## src/rtl/core/frs_pkg.sv

```systemverilog
// Shared types, constants and helpers for the fixed-wing attitude rate setpoint block.
// Used by the CORDIC cell, trig unit, divide cell and top level; no dependencies.
package frs_pkg;

  localparam int AngleFracBits = 13;
  localparam int GainFracBits  = 12;
  localparam int TrigStagesDef = 16;
  localparam int AtanLen       = 24;
  localparam int QuotBits      = 17;

  localparam int CompShift = 42 - AngleFracBits;
  localparam int CompBits  = 48 - CompShift;
  localparam int RateShift = 38 - AngleFracBits;
  localparam int GravShift = AngleFracBits - 8;

  localparam logic signed [34:0] Q30Pi     = 35'sd3373259426;
  localparam logic signed [34:0] Q30HalfPi = 35'sd1686629713;
  localparam logic signed [34:0] Q30TwoPi  = 35'sd6746518852;
  localparam logic signed [31:0] CordicK   = 32'sd652032874;
  localparam logic signed [20:0] GravityQ16 = 21'sd642908;
  localparam logic signed [63:0] Q30Half   = 64'sd536870912;

  localparam logic [31:0] AtanQ30 [AtanLen] = '{
    32'h3243F6A8, 32'h1DAC6705, 32'h0FADBAFC, 32'h07F56EA6, 32'h03FEAB76, 32'h01FFD55B,
    32'h00FFFAAA, 32'h007FFF55, 32'h003FFFEA, 32'h001FFFFD, 32'h000FFFFF, 32'h0007FFFF,
    32'h0003FFFF, 32'h0001FFFF, 32'h0000FFFF, 32'h00007FFF, 32'h00003FFF, 32'h00001FFF,
    32'h00000FFF, 32'h000007FF, 32'h000003FF, 32'h000001FF, 32'h000000FF, 32'h0000007F
  };

  typedef enum logic [2:0] {
    RegRollGain      = 3'd0,
    RegPitchGain     = 3'd1,
    RegRollRateLimit = 3'd2,
    RegPitchRateLimit = 3'd3,
    RegRollCompGain  = 3'd4
  } cfg_reg_e;

  typedef struct packed {
    logic signed [15:0] roll_setpoint;
    logic signed [15:0] pitch_setpoint;
    logic signed [15:0] roll_measured;
    logic signed [15:0] pitch_measured;
    logic signed [15:0] roll_rate_measured;
    logic signed [15:0] speed_forward;
    logic signed [15:0] speed_down;
  } in_t;

  typedef struct packed {
    logic signed [15:0] roll_rate_cmd;
    logic signed [15:0] pitch_rate_cmd;
    logic signed [15:0] yaw_rate_cmd;
    logic               yaw_flag;
  } out_t;

  typedef struct packed {
    logic signed [31:0] x;
    logic signed [31:0] y;
    logic signed [34:0] z;
    logic               neg;
  } cordic_t;

  typedef struct packed {
    logic signed [15:0] pitch_sp;
    logic signed [15:0] pitch_m;
    logic signed [15:0] rate_m;
    logic signed [15:0] vx;
    logic signed [15:0] roll_cmd;
    logic signed [15:0] pitch_cmd;
    logic signed [31:0] sr;
    logic [47:0]        comp_prod;
    logic signed [20:0] perr;
    logic signed [63:0] p1;
    logic signed [63:0] p2;
    logic signed [33:0] m1;
    logic signed [33:0] m2;
    logic signed [47:0] vzs;
    logic signed [31:0] rr;
    logic signed [54:0] g1;
    logic signed [51:0] den;
    logic signed [31:0] vp;
    logic signed [63:0] t3;
    logic signed [63:0] num;
  } post_t;

  typedef struct packed {
    logic [63:0]          r;
    logic [51:0]          da;
    logic [QuotBits-1:0]  q;
    logic                 neg;
    logic                 dz;
    logic                 ovf;
    logic signed [15:0]   roll_cmd;
    logic signed [15:0]   pitch_cmd;
  } div_t;

  // Proportional step: round the Q4.12 product back to the angle format, then clamp.
  function automatic logic signed [15:0] p_clamp(input logic signed [39:0] prod,
                                                 input logic [14:0] lim);
    logic signed [39:0] v;
    logic signed [39:0] l;
    v = (prod + 40'(2 ** (GainFracBits - 1))) >>> GainFracBits;
    l = $signed({25'd0, lim});
    if (v > l) return l[15:0];
    if (v < -l) return 16'(-l);
    return v[15:0];
  endfunction

endpackage

```

## src/rtl/core/frs_div_cell.sv

```systemverilog
// One restoring-division step producing a single quotient bit, with its stage register.
// Depends on frs_pkg for the divide word type.
module frs_div_cell #(
  parameter int SHIFT = 0
) (
  input  logic          clk_i,
  input  logic          en_i,
  input  frs_pkg::div_t cell_i,
  output frs_pkg::div_t cell_o
);

  logic [68:0]   sub;
  frs_pkg::div_t cell_d, cell_q;

  always_comb begin
    sub    = 69'(cell_i.da) << SHIFT;
    cell_d = cell_i;
    if ({5'b0, cell_i.r} >= sub) begin
      cell_d.r        = cell_i.r - sub[63:0];
      cell_d.q[SHIFT] = 1'b1;
    end
  end

  always_ff @(posedge clk_i) begin
    if (en_i) cell_q <= cell_d;
  end

  assign cell_o = cell_q;

endmodule
```

## config.mk

```make
export PLATFORM = sky130hd
export DESIGN_NAME = frs_div_cell
export DESIGN_NICKNAME = d
export VERILOG_FILES = /design/src/rtl/core/frs_pkg.sv /design/src/rtl/core/frs_div_cell.sv
export SDC_FILE = /design/constraint.sdc
export NUM_CORES = 1
export LEC_CHECK = 0
export ABC_AREA = 1
export BUFFER_PORTS_ARGS = -buffer_cell sky130_fd_sc_hd__buf_4
export CORE_ASPECT_RATIO = 2
export CORE_MARGIN = 3
export CORE_UTILIZATION = 49
export CTS_BUF_LIST = sky130_fd_sc_hd__clkbuf_4
export CTS_CLUSTER_SIZE = 28
export DETAILED_ROUTE_END_ITERATION = 7
export PLACE_DENSITY = 0.79
export SLEW_MARGIN = 5
export SYNTH_ARGS = -nofsm -noshare
export SYNTH_HDL_FRONTEND = slang
export SYNTH_SLANG_ARGS = --single-unit
```

## constraint.sdc

```tcl
create_clock -name clk_i -period 2.1 [get_ports clk_i]
set_input_delay 0.315 -clock clk_i [delete_from_list [all_inputs] [get_ports clk_i]]
set_output_delay 0.315 -clock clk_i [all_outputs]
set_load 0.01 [all_outputs]
```

==> results.md, run 1 <==
- Outcome: aborted with a tool error
- Exit stage: global routing
- Error: [ERROR GRT-0116] Global routing finished with congestion. Check the congestion regions in the DRC Viewer.
- Die width: 115 um
- Setup Fix Bufs, Post-CTS: 0
- Warnings, synthesis: 0
- Number of synthesized flops with an enable pin: 168
- # H-tree levels: 4
- Gr ovfl total: 9
- Port bufs: 337
- Share of the synthesized area in the top cell type: 43.7%
- Clock buffer depth: 2
- # rows: 78
- Mapped Area: 0.0115 sq mm
- Vert. Die Dim: 223 um
- Post-synthesis sequential area ratio: 43.7%
- Root buffer cell: clkbuf_4
- Syn_nets: 1829
- CTS Sinks: 168
- Placer Congestion: 0.983
- Fraction of registers with async set/reset: 0%
- DP HPWL: 41500 um
- Synth Flop Type: edfxtp_1
- Area contributors post-synth: edfxtp_1 (44%), nand2_1 (23%), inv_1 (12%)
- Initial Util: 50.3%
- Seq cells post-synth: 168
- Post-synthesis cell type count: 31
- First-pass GRT wire length: 106000 um
- DP Area: 0.0166 sq mm
- Syn Inst Count: 1606
- IO Pins: 338
- Number of buffers created by CTS: 17
- Synth area leader: edfxtp_1
- Vias in the first global route: 17100
- GRT Total Usage: 56.3%
- Largest net degree at the start of global routing: 62
- Mean Syn Cell Area: 7.18 sq um
-- routing by layer --
layer / overflow / GRT usage [%]
met3: 0 / 28.8
met4: 5 / 58.7
met1: 0 / 51.1
met2: 4 / 84.1
met5: 0 / 11.7
-- repair_timing --
action	CTS
resized for setup	0
hold buffers	156
endpoints found under the hold margin	179
-- synth_stat cells, types with 9 or more instances --
library cell and instances:
a21oi_1 47, edfxtp_1 168, ha_1 52, inv_1 357
nand2_1 696, nand3_1 52, nand3_2 9, nand3b_1 13
nand4_1 13, nor2_1 107, nor3_1 11, xor2_1 30
-- per-stage QoR --
step                setup slack [ns]  std cells
detailed placement            -0.592       2499
CTS                           0.0454       2687
floorplan                    -0.0209       1606
global placement              -0.494       2499
-- kinds of logic after synthesis --
group                      synth area share, %
AOI/OAI and AO/OA                         2.92
xor gates and xnor gates                  2.35
adders and majority gates                 5.81
buffers and inverters                     12.6
DFF                                       43.7
and+or+nand+nor                           32.6
==> run 2: changes to the inputs <==
- CORE_ASPECT_RATIO: 2 -> default
- CORE_UTILIZATION: 49 -> 40
- CTS_BUF_LIST: sky130_fd_sc_hd__clkbuf_4 -> default
- CTS_CLUSTER_SIZE: 28 -> default
- PLACE_DENSITY: 0.79 -> default
- PLACE_DENSITY_LB_ADDON: default -> 0.15
- clock period: 2.1 -> 2.7 ns (I/O delays scaled with it)
==> run 2 against run 1 <==
Against the previous run: the run now ends clean; synthesized area did not move; synthesized cell count did not move.
==> results.md, run 2 <==
- Outcome: finished clean (was aborted with a tool error)
- Fin. Hold Viols: 0
- Post-DRT Antenna Nets: 0
- Vias in the first global route: 10900
- # H-tree levels: 4 (unchanged)
- DIE AREA: 0.0309 sq mm
- Initial antenna violation count: 0
- Top-count cell post-synth: nand2_1 (unchanged)
- Seq cells post-synth: 168 (unchanged)
- Routed wire length: 41300 um
- Post-route DRC: 0
- Hold buffers post-CTS: 0 (was 156)
- Hold Path End: cell_o[36]
- Crit-path max FO: 35
- Pwr/cell area: 526 mW/mm^2
- Post-CTS Resized: 0 (unchanged)
- CTS clk-pin slew, worst paths: 0.08 ns
- Worst Setup SP: cell_i[52]
- Slew Limit Fails: 0
- Max Fclk: 438 MHz
- Fin worst setup slack: 0.418 ns
- Fraction of registers with async set/reset: 0% (unchanged)
- Worst hold stages: 1
- Antenna Cells: 0
- Worst slew pin tran: 0.470 ns
- Post-synthesis cell type count: 31 (unchanged)
- Layout cells sized above 1: 22.1%
- Vias per cell: 4.61
- IO Pins: 338 (unchanged)
- Crit Path Class: input port to flop
- Pleak: 8.36 nW
- CTS tree: yes
- Hold path startpoint: cell_i[36]
- Worst setup EP type: flop
- Crit start category: input port
- DRT iter0 DRCs: 813
- Core Area: 0.0281 sq mm
- Root buffer cell: clkbuf_16 (was clkbuf_4)
- Critical Path RT: 3.01 ns
- Most common library cells after synthesis: nand2_1 (696), inv_1 (357), edfxtp_1 (168) (unchanged)
- Warnings, synthesis: 0 (unchanged)
- First-pass GRT wire length: 62800 um
- Commonest non-fill, non-tap cells in the layout: nand2_1 (696), buf_4 (376), inv_1 (357), edfxtp_1 (168), nor2_1 (107)
- Layout net count: 2218
- Post-synthesis sequential area ratio: 43.7% (unchanged)
- Port bufs: 337 (unchanged)
- DP Cell Count: 2354 (was 2499)
- Routed via count: 11000
- Share of the synthesized area in the top cell type: 43.7% (unchanged)
- Syn_nets: 1829 (unchanged)
- Initial Util: 41.1% (was 50.3%)
- Final Cycle Share: 84.5%
- HP Class: input port to flop
- # rows: 61 (was 78)
- Most common cell after layout, fill and taps aside: nand2_1
- Synth Flop Type: edfxtp_1 (unchanged)
- Number of synthesized flops with an enable pin: 168 (unchanged)
- Setup Fix Bufs, Post-CTS: 0 (unchanged)
- Vert. Die Dim: 176 um (was 223 um)
- Setup slack at placement: -0.00239 ns (was -0.592 ns)
- Clock buffer depth: 2 (unchanged)
- CP arrival: 2.59 ns
- CTS Sinks: 168 (unchanged)
- Area Overhead vs Synth: 33.7%
- Gr ovfl total: 0
- Mapped Area: 0.0115 sq mm (unchanged)
- Rel. slew slack: 68.3%
- Syn Inst Count: 1606 (unchanged)
- Design area: 0.0154 sq mm
- Final number of setup-violating endpoints: 0
- DP HPWL: 34300 um (was 41500 um)
- GRT Total Usage: 26.5%
- Number of buffers created by CTS: 17 (unchanged)
- Mean Syn Cell Area: 7.18 sq um (unchanged)
- Min Tclk post-route: 2.28 ns
- Per-cell routed wire length: 17.3 um
- Synth area leader: edfxtp_1 (unchanged)
- Max FFs per register: 168
- Die width: 176 um (was 115 um)
- Non-Filler Instances: 2386
- Largest net degree at the start of global routing: 57
- Placer Congestion: 0.941 (was 0.983)
- Router iterations before antenna repair: 7
- Unrepaired setup endpoints after global routing: no
- Maxcap violations: 0
- Worst VDD drop: 0.000402 V
- Area contributors post-synth: edfxtp_1 (44%), nand2_1 (23%), inv_1 (12%) (unchanged)
- DP Area: 0.0148 sq mm (was 0.0166 sq mm)
[run 2: cell counts after synthesis]
Identical to the previous run, type by type.
[run 2: cells by family (layout without fill, tap and decap cells)]
group	after synthesis	count (layout)	share of synthesized area, %
flops	168	168	43.7
xor+xnor	31	31	2.35
buf+inv	369	771	12.6
simple gates	924	924	32.6
compound gates	61	61	2.92
fa+ha+maj	53	53	5.81
[run 2: cell type report]
cell class                      count  area [sq um]
Clock inverter                     15           170
Clock buffer                       17           425
Timing Repair Buffer              382          2930
Fill cell                        2762         12700
Sequential cell                   168          5040
Inverter                          357          1340
Tap cell                          378           473
Multi-Input combinational cell   1069          5040
[run 2: where the power goes]
part | internal (mW) | switching [mW]
registers | 3.20 | 0.0846
clock network | 1.26 | 1.35
logic | 0.937 | 1.29
[run 2: per-stage QoR]
step	setup TNS [ns]	total power [mW]	utilization, %	hold WS, ns
finish	0	8.12	54.9	0.130
global route	0	8.52	54.9	0.114
CTS	0	8.16	54.9	0.117
detailed placement	-0.00239	5.57	52.8	0.584
global placement	0	5.56	52.8	0.583
floorplan	0	4.43	-	0.504
[run 2: how the worst max path moves through the flow]
stage | slack (ns) | depth (start not counted) | endpoint
finish | 0.42 | 17 | cell_o[150]
global route | 0.23 | 17 | cell_o[136]
CTS | 0.44 | 17 | cell_o[150]
detailed placement | -0.002 | 17 | cell_o[150]
global placement | 0.01 | 15 | cell_o[150]
floorplan | 0.41 | 16 | cell_o[148]
[run 2: routing by layer]
metal / global-route usage, % / part of all wire [%] / vias to the layer above
li1: - / - / 5681
met1: 36.6 / 46 / 4908
met4: 5.01 / 1.1 / 0
met2: 44.4 / 46 / 383
met5: 0 / 0 / -
met3: 4.41 / 6.7 / 29
[run 2: worst max-delay path, cell delays in order]
cell	delay, ns
buf_4	0.12
ha_1	0.22
fa_1	0.42
inv_1	0.09
nand3_1	0.08
nand2_2	0.12
nand2_1	0.08
nand2_2	0.10
nand2_1	0.08
nand2_2	0.09
nand2_2	0.06
nand3_2	0.10
nand2_2	0.07
nand2_4	0.10
buf_12	0.21
nand3_1	0.15
nand2_1	0.10
Note: power is estimated with default switching activity, not from simulation.
